<file path="src/ssfs_pkg.sv">
`default_nettype none

package ssfs_pkg;

  // grid and field widths
  localparam int GRID_BITS = 8;
  localparam int DIM_W     = 13;
  localparam int EDGE_W    = 20;
  localparam int SUM_W     = 21;
  localparam int DELAY_W   = 32;
  localparam int TICK_W    = 24;
  localparam int PLAYS_W   = 16;
  localparam int ACC_W     = 33;
  localparam int CMD_W     = 2;
  localparam int CFG_IDX_W = 3;
  localparam int CFG_DAT_W = 32;

  // divider step counter holds 0..ACC_W
  localparam int DIV_CNT_W = $clog2(ACC_W + 1);

  // 1.0 s in Q16.16, used when the frame delay is zero
  localparam logic [DELAY_W-1:0] ONE_SECOND = DELAY_W'(65536);

  typedef enum logic [CMD_W-1:0] {
    CMD_TICK   = 2'd0,
    CMD_PLAY   = 2'd1,
    CMD_STOP   = 2'd2,
    CMD_REWIND = 2'd3
  } cmd_e;

  typedef enum logic [CFG_IDX_W-1:0] {
    CFG_FRAME_WIDTH  = 3'd0,
    CFG_FRAME_HEIGHT = 3'd1,
    CFG_FIRST_ROW    = 3'd2,
    CFG_LAST_ROW     = 3'd3,
    CFG_LAST_COLUMN  = 3'd4,
    CFG_FRAME_DELAY  = 3'd5
  } cfg_idx_e;

  typedef enum logic [2:0] {
    ST_IDLE,
    ST_DIV_TIME,
    ST_DIV_CYCLE,
    ST_STEP,
    ST_DONE
  } state_e;

endpackage

`default_nettype wire

</file>
<file path="src/sprite_sheet_frame_sequencer_top.sv">
`default_nettype none

// Sprite-sheet frame sequencer. Each input transfer carries one command (tick, play, stop,
// rewind) and yields exactly one result transfer with the current row/column, the source
// rectangle of the frame and the remaining play count. A tick adds its Q8.16 time to a Q17.16
// accumulator, divides by the frame delay (zero delay acts as 1.0 s) and advances that many
// frames, keeping the remainder. All work runs through one shared 33-bit restoring divider
// (one quotient bit per cycle) and a row stepper that moves one row per cycle, so the block
// takes one item at a time and in_ready_o is low while it works. Play, stop, rewind and a
// tick with no plays left go straight to the result step. A tick first runs the divider,
// then steps rows towards the end row; when a wrap leaves frames over, the divider runs
// once more on the cycle length and up to 256 more row steps follow. The result sits in
// an output register, so the next command is accepted
// while a result still waits for out_ready_i. Configuration writes are always taken and
// must only happen while the block is idle.
module sprite_sheet_frame_sequencer_top
  import ssfs_pkg::*;
(
  input  wire logic                        clk_i,
  input  wire logic                        rst_ni,

  // configuration writes
  input  wire logic                        cfg_valid_i,
  output logic                             cfg_ready_o,
  input  wire logic [CFG_IDX_W-1:0]        cfg_index_i,
  input  wire logic [CFG_DAT_W-1:0]        cfg_data_i,

  // command channel
  input  wire logic                        in_valid_i,
  output logic                             in_ready_o,
  input  wire logic [CMD_W-1:0]            cmd_i,
  input  wire logic [TICK_W-1:0]           tick_time_i,
  input  wire logic signed [PLAYS_W-1:0]   repeat_count_i,

  // result channel
  output logic                             out_valid_o,
  input  wire logic                        out_ready_i,
  output logic                             status_o,
  output logic [GRID_BITS-1:0]             row_now_o,
  output logic [GRID_BITS-1:0]             column_now_o,
  output logic [EDGE_W-1:0]                source_left_o,
  output logic [EDGE_W-1:0]                source_top_o,
  output logic [SUM_W-1:0]                 source_right_o,
  output logic [SUM_W-1:0]                 source_bottom_o,
  output logic                             is_playing_o,
  output logic signed [PLAYS_W-1:0]        plays_left_o
);

  // ---------------------------------------------------------------------------------------
  // registers
  // ---------------------------------------------------------------------------------------

  state_e                      state_q, state_d;

  // configuration
  logic [DIM_W-1:0]            frame_width_q, frame_width_d;
  logic [DIM_W-1:0]            frame_height_q, frame_height_d;
  logic [GRID_BITS-1:0]        first_row_q, first_row_d;
  logic [GRID_BITS-1:0]        last_row_q, last_row_d;
  logic [GRID_BITS-1:0]        last_column_q, last_column_d;
  logic [DELAY_W-1:0]          frame_delay_q, frame_delay_d;

  // animation state
  logic [ACC_W-1:0]            acc_q, acc_d;
  logic [GRID_BITS-1:0]        row_q, row_d;
  logic [GRID_BITS-1:0]        col_q, col_d;
  logic signed [PLAYS_W-1:0]   plays_q, plays_d;
  logic [EDGE_W-1:0]           left_q, left_d;
  logic [EDGE_W-1:0]           top_q, top_d;

  // frames still to advance
  logic [ACC_W-1:0]            n_q, n_d;

  // shared divider: partial remainder, dividend/quotient, divisor, step count
  logic [ACC_W-1:0]            rem_q, rem_d;
  logic [ACC_W-1:0]            quo_q, quo_d;
  logic [ACC_W-1:0]            dvs_q, dvs_d;
  logic [DIV_CNT_W-1:0]        cnt_q, cnt_d;

  // pending status of the command in flight
  logic                        status_q, status_d;

  // result register
  logic                        out_valid_q, out_valid_d;
  logic                        res_status_q, res_status_d;
  logic [GRID_BITS-1:0]        res_row_q, res_row_d;
  logic [GRID_BITS-1:0]        res_col_q, res_col_d;
  logic [EDGE_W-1:0]           res_left_q, res_left_d;
  logic [EDGE_W-1:0]           res_top_q, res_top_d;
  logic [SUM_W-1:0]            res_right_q, res_right_d;
  logic [SUM_W-1:0]            res_bottom_q, res_bottom_d;
  logic                        res_playing_q, res_playing_d;
  logic signed [PLAYS_W-1:0]   res_plays_q, res_plays_d;

  // ---------------------------------------------------------------------------------------
  // shared arithmetic
  // ---------------------------------------------------------------------------------------

  logic                        in_xfer;
  logic                        out_free;
  cmd_e                        cmd;

  logic [DELAY_W-1:0]          delay_eff;
  logic [ACC_W-1:0]            acc_sum;

  logic [GRID_BITS+DIM_W-1:0]  start_prod;
  logic [EDGE_W-1:0]           start_top;

  logic [GRID_BITS-1:0]        col_gap;
  logic                        n_fits;
  logic [ACC_W-1:0]            n_rest;
  logic [GRID_BITS+DIM_W-1:0]  left_prod;
  logic [EDGE_W-1:0]           left_next;

  logic                        plays_pos;
  logic signed [PLAYS_W-1:0]   plays_dec;

  logic [GRID_BITS:0]          row_span;
  logic [GRID_BITS:0]          col_span;
  logic [2*GRID_BITS+1:0]      cyc_len;

  logic [ACC_W:0]              trial;
  logic [ACC_W:0]              trial_diff;
  logic                        trial_ge;
  logic                        div_busy;
  logic                        quo_ge_plays;

  // step decisions
  logic                        step_stop;
  logic                        step_wrap;
  logic                        wrap_more;

  assign in_xfer  = in_valid_i & in_ready_o;
  assign out_free = ~out_valid_q | out_ready_i;
  assign cmd      = cmd_e'(cmd_i);

  // zero delay stands for one second
  assign delay_eff = (frame_delay_q == '0) ? ONE_SECOND : frame_delay_q;
  // accumulator wraps at 33 bits
  assign acc_sum   = acc_q + ACC_W'(tick_time_i);

  // top edge of the start row
  assign start_prod = (GRID_BITS+DIM_W)'(first_row_q) * (GRID_BITS+DIM_W)'(frame_height_q);
  assign start_top  = EDGE_W'(start_prod);

  // frames left in the current row; a small count lands within the row
  assign col_gap   = last_column_q - col_q;
  assign n_fits    = (n_q <= ACC_W'(col_gap));
  assign n_rest    = n_q - (ACC_W'(col_gap) + ACC_W'(1));
  assign left_prod = (GRID_BITS+DIM_W)'(n_q[GRID_BITS-1:0]) * (GRID_BITS+DIM_W)'(frame_width_q);
  assign left_next = left_q + EDGE_W'(left_prod);

  assign plays_pos = (plays_q > 0);
  assign plays_dec = plays_pos ? PLAYS_W'(plays_q - 16'sd1) : plays_q;

  // frames in one full cycle: rows times columns
  assign row_span = (GRID_BITS+1)'(GRID_BITS'(last_row_q - first_row_q)) + (GRID_BITS+1)'(1);
  assign col_span = (GRID_BITS+1)'(last_column_q) + (GRID_BITS+1)'(1);
  assign cyc_len  = (2*GRID_BITS+2)'(row_span) * (2*GRID_BITS+2)'(col_span);

  // restoring divider, one quotient bit per cycle
  assign trial      = {rem_q, quo_q[ACC_W-1]};
  assign trial_ge   = (trial >= {1'b0, dvs_q});
  assign trial_diff = trial - {1'b0, dvs_q};
  assign div_busy   = (cnt_q != '0);

  // whole cycles cover all remaining plays
  assign quo_ge_plays = (quo_q >= {{(ACC_W-PLAYS_W){1'b0}}, plays_q});

  assign step_stop = (n_q == '0) || (plays_q == '0) || n_fits;
  assign step_wrap = (row_q == last_row_q);
  assign wrap_more = (n_rest != '0) && (plays_dec != '0);

  // ---------------------------------------------------------------------------------------
  // next state
  // ---------------------------------------------------------------------------------------

  always_comb begin
    state_d = state_q;
    unique case (state_q)
      ST_IDLE: begin
        if (in_xfer) begin
          if ((cmd == CMD_TICK) && (plays_q != '0)) begin
            state_d = ST_DIV_TIME;
          end else begin
            state_d = ST_DONE;
          end
        end
      end
      ST_DIV_TIME: begin
        if (!div_busy) begin
          state_d = ST_STEP;
        end
      end
      ST_DIV_CYCLE: begin
        if (!div_busy) begin
          if (plays_pos && quo_ge_plays) begin
            state_d = ST_DONE;
          end else begin
            state_d = ST_STEP;
          end
        end
      end
      ST_STEP: begin
        if (step_stop) begin
          state_d = ST_DONE;
        end else if (step_wrap) begin
          state_d = wrap_more ? ST_DIV_CYCLE : ST_DONE;
        end
      end
      ST_DONE: begin
        if (out_free) begin
          state_d = ST_IDLE;
        end
      end
      default: state_d = ST_IDLE;
    endcase
  end

  // ---------------------------------------------------------------------------------------
  // handshake outputs
  // ---------------------------------------------------------------------------------------

  always_comb begin
    in_ready_o  = (state_q == ST_IDLE);
    cfg_ready_o = 1'b1;
    out_valid_o = out_valid_q;
  end

  // ---------------------------------------------------------------------------------------
  // datapath
  // ---------------------------------------------------------------------------------------

  always_comb begin
    frame_width_d  = frame_width_q;
    frame_height_d = frame_height_q;
    first_row_d    = first_row_q;
    last_row_d     = last_row_q;
    last_column_d  = last_column_q;
    frame_delay_d  = frame_delay_q;

    acc_d    = acc_q;
    row_d    = row_q;
    col_d    = col_q;
    plays_d  = plays_q;
    left_d   = left_q;
    top_d    = top_q;
    n_d      = n_q;
    rem_d    = rem_q;
    quo_d    = quo_q;
    dvs_d    = dvs_q;
    cnt_d    = cnt_q;
    status_d = status_q;

    out_valid_d   = out_valid_q & ~out_ready_i;
    res_status_d  = res_status_q;
    res_row_d     = res_row_q;
    res_col_d     = res_col_q;
    res_left_d    = res_left_q;
    res_top_d     = res_top_q;
    res_right_d   = res_right_q;
    res_bottom_d  = res_bottom_q;
    res_playing_d = res_playing_q;
    res_plays_d   = res_plays_q;

    // configuration transfer
    if (cfg_valid_i && cfg_ready_o) begin
      unique case (cfg_idx_e'(cfg_index_i))
        CFG_FRAME_WIDTH:  frame_width_d  = DIM_W'(cfg_data_i);
        CFG_FRAME_HEIGHT: frame_height_d = DIM_W'(cfg_data_i);
        CFG_FIRST_ROW:    first_row_d    = GRID_BITS'(cfg_data_i);
        CFG_LAST_ROW:     last_row_d     = GRID_BITS'(cfg_data_i);
        CFG_LAST_COLUMN:  last_column_d  = GRID_BITS'(cfg_data_i);
        CFG_FRAME_DELAY:  frame_delay_d  = DELAY_W'(cfg_data_i);
        default: ;
      endcase
    end

    // divider shift step
    if (((state_q == ST_DIV_TIME) || (state_q == ST_DIV_CYCLE)) && div_busy) begin
      rem_d = trial_ge ? trial_diff[ACC_W-1:0] : trial[ACC_W-1:0];
      quo_d = {quo_q[ACC_W-2:0], trial_ge};
      cnt_d = cnt_q - DIV_CNT_W'(1);
    end

    case (state_q)
      ST_IDLE: begin
        if (in_xfer) begin
          status_d = 1'b0;
          unique case (cmd)
            CMD_TICK: begin
              if (plays_q != '0) begin
                rem_d = '0;
                quo_d = acc_sum;
                dvs_d = ACC_W'(delay_eff);
                cnt_d = DIV_CNT_W'(ACC_W);
              end
            end
            CMD_PLAY: begin
              if (repeat_count_i == '0) begin
                status_d = 1'b1;
              end else begin
                plays_d = repeat_count_i;
              end
            end
            CMD_STOP: begin
              plays_d = '0;
            end
            CMD_REWIND: begin
              row_d  = first_row_q;
              col_d  = '0;
              left_d = '0;
              top_d  = start_top;
              acc_d  = '0;
            end
            default: ;
          endcase
        end
      end

      ST_DIV_TIME: begin
        // remainder stays in the accumulator, quotient is the frame count
        if (!div_busy) begin
          acc_d = rem_q;
          n_d   = quo_q;
        end
      end

      ST_DIV_CYCLE: begin
        // skip whole cycles at once
        if (!div_busy) begin
          n_d = rem_q;
          if (plays_pos) begin
            if (quo_ge_plays) begin
              plays_d = '0;
            end else begin
              plays_d = PLAYS_W'(plays_q - signed'(quo_q[PLAYS_W-1:0]));
            end
          end
        end
      end

      ST_STEP: begin
        if ((n_q != '0) && (plays_q != '0)) begin
          if (n_fits) begin
            col_d  = col_q + n_q[GRID_BITS-1:0];
            left_d = left_next;
          end else begin
            n_d = n_rest;
            if (!step_wrap) begin
              // next row
              row_d  = row_q + GRID_BITS'(1);
              col_d  = '0;
              left_d = '0;
              top_d  = top_q + EDGE_W'(frame_height_q);
            end else begin
              // end of the cycle, back to the start frame
              row_d   = first_row_q;
              col_d   = '0;
              left_d  = '0;
              top_d   = start_top;
              plays_d = plays_dec;
              if (wrap_more) begin
                rem_d = '0;
                quo_d = n_rest;
                dvs_d = ACC_W'(cyc_len);
                cnt_d = DIV_CNT_W'(ACC_W);
              end
            end
          end
        end
      end

      ST_DONE: begin
        // snapshot into the result register once it is free
        if (out_free) begin
          out_valid_d   = 1'b1;
          res_status_d  = status_q;
          res_row_d     = row_q;
          res_col_d     = col_q;
          res_left_d    = left_q;
          res_top_d     = top_q;
          res_right_d   = SUM_W'(left_q) + SUM_W'(frame_width_q);
          res_bottom_d  = SUM_W'(top_q) + SUM_W'(frame_height_q);
          res_playing_d = (plays_q != '0);
          res_plays_d   = plays_q;
        end
      end

      default: ;
    endcase
  end

  // control and architectural state
  always_ff @(posedge clk_i or negedge rst_ni) begin
    if (!rst_ni) begin
      state_q        <= ST_IDLE;
      frame_width_q  <= DIM_W'(1);
      frame_height_q <= DIM_W'(1);
      first_row_q    <= '0;
      last_row_q     <= '0;
      last_column_q  <= '0;
      frame_delay_q  <= ONE_SECOND;
      acc_q          <= '0;
      row_q          <= '0;
      col_q          <= '0;
      plays_q        <= '0;
      left_q         <= '0;
      top_q          <= '0;
      cnt_q          <= '0;
      out_valid_q    <= 1'b0;
    end else begin
      state_q        <= state_d;
      frame_width_q  <= frame_width_d;
      frame_height_q <= frame_height_d;
      first_row_q    <= first_row_d;
      last_row_q     <= last_row_d;
      last_column_q  <= last_column_d;
      frame_delay_q  <= frame_delay_d;
      acc_q          <= acc_d;
      row_q          <= row_d;
      col_q          <= col_d;
      plays_q        <= plays_d;
      left_q         <= left_d;
      top_q          <= top_d;
      cnt_q          <= cnt_d;
      out_valid_q    <= out_valid_d;
    end
  end

  // working and result payload
  always_ff @(posedge clk_i) begin
    n_q           <= n_d;
    rem_q         <= rem_d;
    quo_q         <= quo_d;
    dvs_q         <= dvs_d;
    status_q      <= status_d;
    res_status_q  <= res_status_d;
    res_row_q     <= res_row_d;
    res_col_q     <= res_col_d;
    res_left_q    <= res_left_d;
    res_top_q     <= res_top_d;
    res_right_q   <= res_right_d;
    res_bottom_q  <= res_bottom_d;
    res_playing_q <= res_playing_d;
    res_plays_q   <= res_plays_d;
  end

  assign status_o        = res_status_q;
  assign row_now_o       = res_row_q;
  assign column_now_o    = res_col_q;
  assign source_left_o   = res_left_q;
  assign source_top_o    = res_top_q;
  assign source_right_o  = res_right_q;
  assign source_bottom_o = res_bottom_q;
  assign is_playing_o    = res_playing_q;
  assign plays_left_o    = res_plays_q;

endmodule

`default_nettype wire
</file>
<file path="config.mk">
export PLATFORM = sky130hd
export DESIGN_NAME = sprite_sheet_frame_sequencer_top
export DESIGN_NICKNAME = d
export VERILOG_FILES = /design/src/ssfs_pkg.sv /design/src/sprite_sheet_frame_sequencer_top.sv
export SDC_FILE = /design/constraint.sdc
export NUM_CORES = 2
export LEC_CHECK = 0
export BUFFER_PORTS_ARGS = -buffer_cell sky130_fd_sc_hd__buf_2
export CAP_MARGIN = 20
export CORE_MARGIN = 2
export CORE_UTILIZATION = 45
export CTS_CLUSTER_SIZE = 8
export DETAILED_ROUTE_END_ITERATION = 7
export PLACE_DENSITY = 0.64
export SLEW_MARGIN = 25
export SYNTH_ARGS = -nofsm -noshare
export SYNTH_HDL_FRONTEND = slang
export SYNTH_SLANG_ARGS = --single-unit
export TNS_END_PERCENT = 5
</file>
<file path="constraint.sdc">
create_clock -name clk_i -period 10.25 [get_ports clk_i]
set_clock_uncertainty 0.05 [all_clocks]
set_input_delay 2.05 -clock clk_i [delete_from_list [all_inputs] [get_ports clk_i]]
set_output_delay 2.05 -clock clk_i [all_outputs]
set_load 0.03 [all_outputs]
</file>
==> impl_results.md <==
- Placed Area: 37300 um^2
- TritonCTS Buffers: 66
- Final nets: 4421
- Vias: between 20000 and 30000
- Area added between synthesis and finish: 11.4%
- Area contributors post-synth: edfxtp_1 16%, dfrtp_1 14%, fa_1 12%
- Vias per cell: 5.58
- Multi-input logic area: 21600 um^2
- CTS root buffer: clkbuf_16
- Clock Sinks: 445
- Yosys top cell by area: edfxtp_1
- Worst-path fanout max: 16
- Max-slew violation count: 0
- Hold slack: 378 ps
- Initial antenna violation count: 2
- RSZ-0062 raised after global routing: false
- Global placement routability congestion: 0.915
- H-tree levels: 3
- CP Data Required Time: 10520 ps
- Die height: 284 um
- Largest net degree at the start of global routing: 73
- Slew at the pin closest to its max-slew limit: ~1000 ps
- Avg Synthesized Cell Area: 9.47 um^2
- Post-CTS resize count: 0
- Worst slack, placed: about 2800 ps
- Vias in the first global route: 27200
- Max-cap violations: 0
- Commonest cells in the netlist: 454 x nand2_1, 360 x inv_1, 264 x ha_1
- 1st-pass router iterations: 6
- Starting density of the core: 0.455
- WS Path Type: register to register
- Crit end category: register
- FMAX: 135 MHz
- Post-CTS Hold Fix Bufs: 0
- Number of synthesized register bits: 445
- Worst rel slew slack: 0.327
- Clock transition at path regs: around 50 ps
- DRC errors left: 0
- Ys async rst share: 0.443
- Design area: approximately 40000 um^2
- CTS tree: built
- Reg2Reg Depth: 27
- Worst R2R Setup Slack: 2820 ps
- Final period utilization: 0.725
- Register area share after synthesis: 0.333
- First-pass GRT wire length: 152000 um
- Die ar.: approximately 81000 um^2
- Synth top area share: 0.155
- Setup TNS Final: 0 ps
- Mapped Nets: 4277
- Routed wire length: 95200 um
- Worst Hold Class: register to register
- Final Hold Viols: 0
- Fillers: about 7200
- Core Box Area: 77500 um^2
- Tmin final: around 7400 ps
- Synthesized instance count: between 3000 and 4000
- Setup Viol. Count Final: 0
- Yosys cell types: 88
- Post-CTS setup buffers: 0
- Grt ovf: 0
- Longest Clk Path Bufs: 3
- Crit path DAT: a little under 8000 ps
- Number of synthesized flops with an enable pin: 182
- GRT Util Overall: 0.236
- Num rows: 102
- ANT nets after route: 0
- Die width: between 200 and 300 um
- Clock Latency Late Sink: around 610 ps
- Warnings from Yosys: 0
- Hold depth: 0
- Share of cells above drive strength 1: 0.120
- WL/cell: 19.2 um
- Port buffer count: slightly below 200
- Leading register cell type out of synthesis: dfrtp_1
- Post-DP HPWL: 71500 um
- Netlist Area Pre-Place: between 30000 and 40000 um^2
- Most frequent cell after synthesis: nand2_1
- Sequential Area: 11700 um^2
- Startpoint Class: register
- # IOs: around 200
- 1st-iter DRT viols: 2242
- Status: finished, final reports clean
- Setup slack after layout: 2820 ps
metrics by stage:
stage | std cells | util
final | 4960 | 0.507
after global placement | 4839 | 0.481
after CTS | 4959 | 0.507
after detailed placement | 4839 | 0.481
after floorplan | 3723 | -
after global routing | 4959 | 0.507
cell type report:
type | instances | share of cell area
antenna | 1 | 0.0000638
clock buffer | 114 | 0.0485
tap | 1040 | 0.0332
clock inverter | 6 | 0.00169
inverter | 362 | 0.0346
timing repair buffer | 232 | 0.0320
sequential | 445 | 0.299
multi-input combinational | 2760 | 0.551
metal layers:
layer / track usage / wire [um] / vias to the layer above
met4: 0.0770 / 2650 / 0
met1: 0.323 / 42200 / 13500
li1: - / - / 13200
met3: 0.0330 / 6130 / 147
met2: 0.384 / 44200 / 871
met5: 0 / 0 / -
state kept, by name (all words and copies together), names as in the netlist, 13 cells and up:
name and cells:
n_q 33, source_right_o 21, left_q 20, quo_q 33, plays_left_o 16, frame_width_q 13
top_q 20, frame_height_q 13, dvs_q 32, rem_q 33, acc_q 33, source_left_o 20
frame_delay_q 32, source_top_o 20, plays_q 16, source_bottom_o 21
cells in the final DEF (no fill, tap or decap), types with 35 or more instances in the layout:
| master | Yosys | final |
|---|---|---|
| nand2_1 | 454 | 453 |
| inv_1 | 360 | 360 |
| ha_1 | 264 | 264 |
| nor2_1 | 239 | 235 |
| o21ai_0 | 216 | 215 |
| fa_1 | 208 | 208 |
| buf_2 | 4 | 198 |
| dfrtp_1 | 194 | 193 |
| edfxtp_1 | 182 | 182 |
| a21oi_1 | 179 | 179 |
| xnor2_1 | 148 | 148 |
| and2_1 | 112 | 112 |
| xor2_1 | 91 | 91 |
| mux2_2 | 77 | 77 |
| clkbuf_16 | 0 | 68 |
| dfxtp_1 | 66 | 66 |
| mux2i_1 | 62 | 62 |
| nor3_1 | 62 | 59 |
| nand3_1 | 55 | 55 |
| a21o_1 | 53 | 53 |
| a211oi_1 | 54 | 53 |
| clkbuf_1 | 131 | 43 |
| nand2b_1 | 36 | 35 |
logic make-up after synthesis:
family / after synthesis / synth area share
AO/OA/AOI/OAI: 741 / 0.136
XOR/XNOR: 239 / 0.0594
adder cells (fa/ha/maj): 472 / 0.212
buffers and inverters: 518 / 0.0562
flip-flops: 445 / 0.333
multiplexers: 156 / 0.0495
other: 1 / 0.000106
AND/OR/NAND/NOR: 1151 / 0.154
critical path, stage by stage (launching register included):
cell	delay, ps
dfrtp_1	630
ha_1	230
inv_1	60
fa_1	390
a21o_1	170
a21oi_1	220
o21bai_1	90
a21oi_1	190
xnor2_1	230
nand2_1	90
nor2_1	120
xor2_1	530
or2_2	230
fa_1	440
fa_1	550
fa_1	440
fa_1	540
inv_1	40
ha_1	290
inv_1	80
o21ai_0	100
a21oi_1	230
o21ba_2	180
o21ai_0	130
o41ai_1	430
o21ai_0	200
xnor2_1	170
o21ai_0	80
final timing paths:
path / from / endpoint
min in group asynchronous: rst_ni / frame_delay_q[30]$_DFFE_PN0P_
hold / removal: status_q$_SDFFCE_PN0P_ / status_o$_DFFE_PP_
setup reg to reg: first_row_q[0]$_DFFE_PN0P_ / dvs_q[17]$_DFFE_PP_
hold reg to reg: status_q$_SDFFCE_PN0P_ / status_o$_DFFE_PP_
max in group asynchronous: rst_ni / left_q[5]$_DFFE_PN0P_
setup / recovery: first_row_q[0]$_DFFE_PN0P_ / dvs_q[17]$_DFFE_PP_
Power is not shown: default switching activity piles up to over one toggle a cycle in this logic, so the estimate is an artifact.
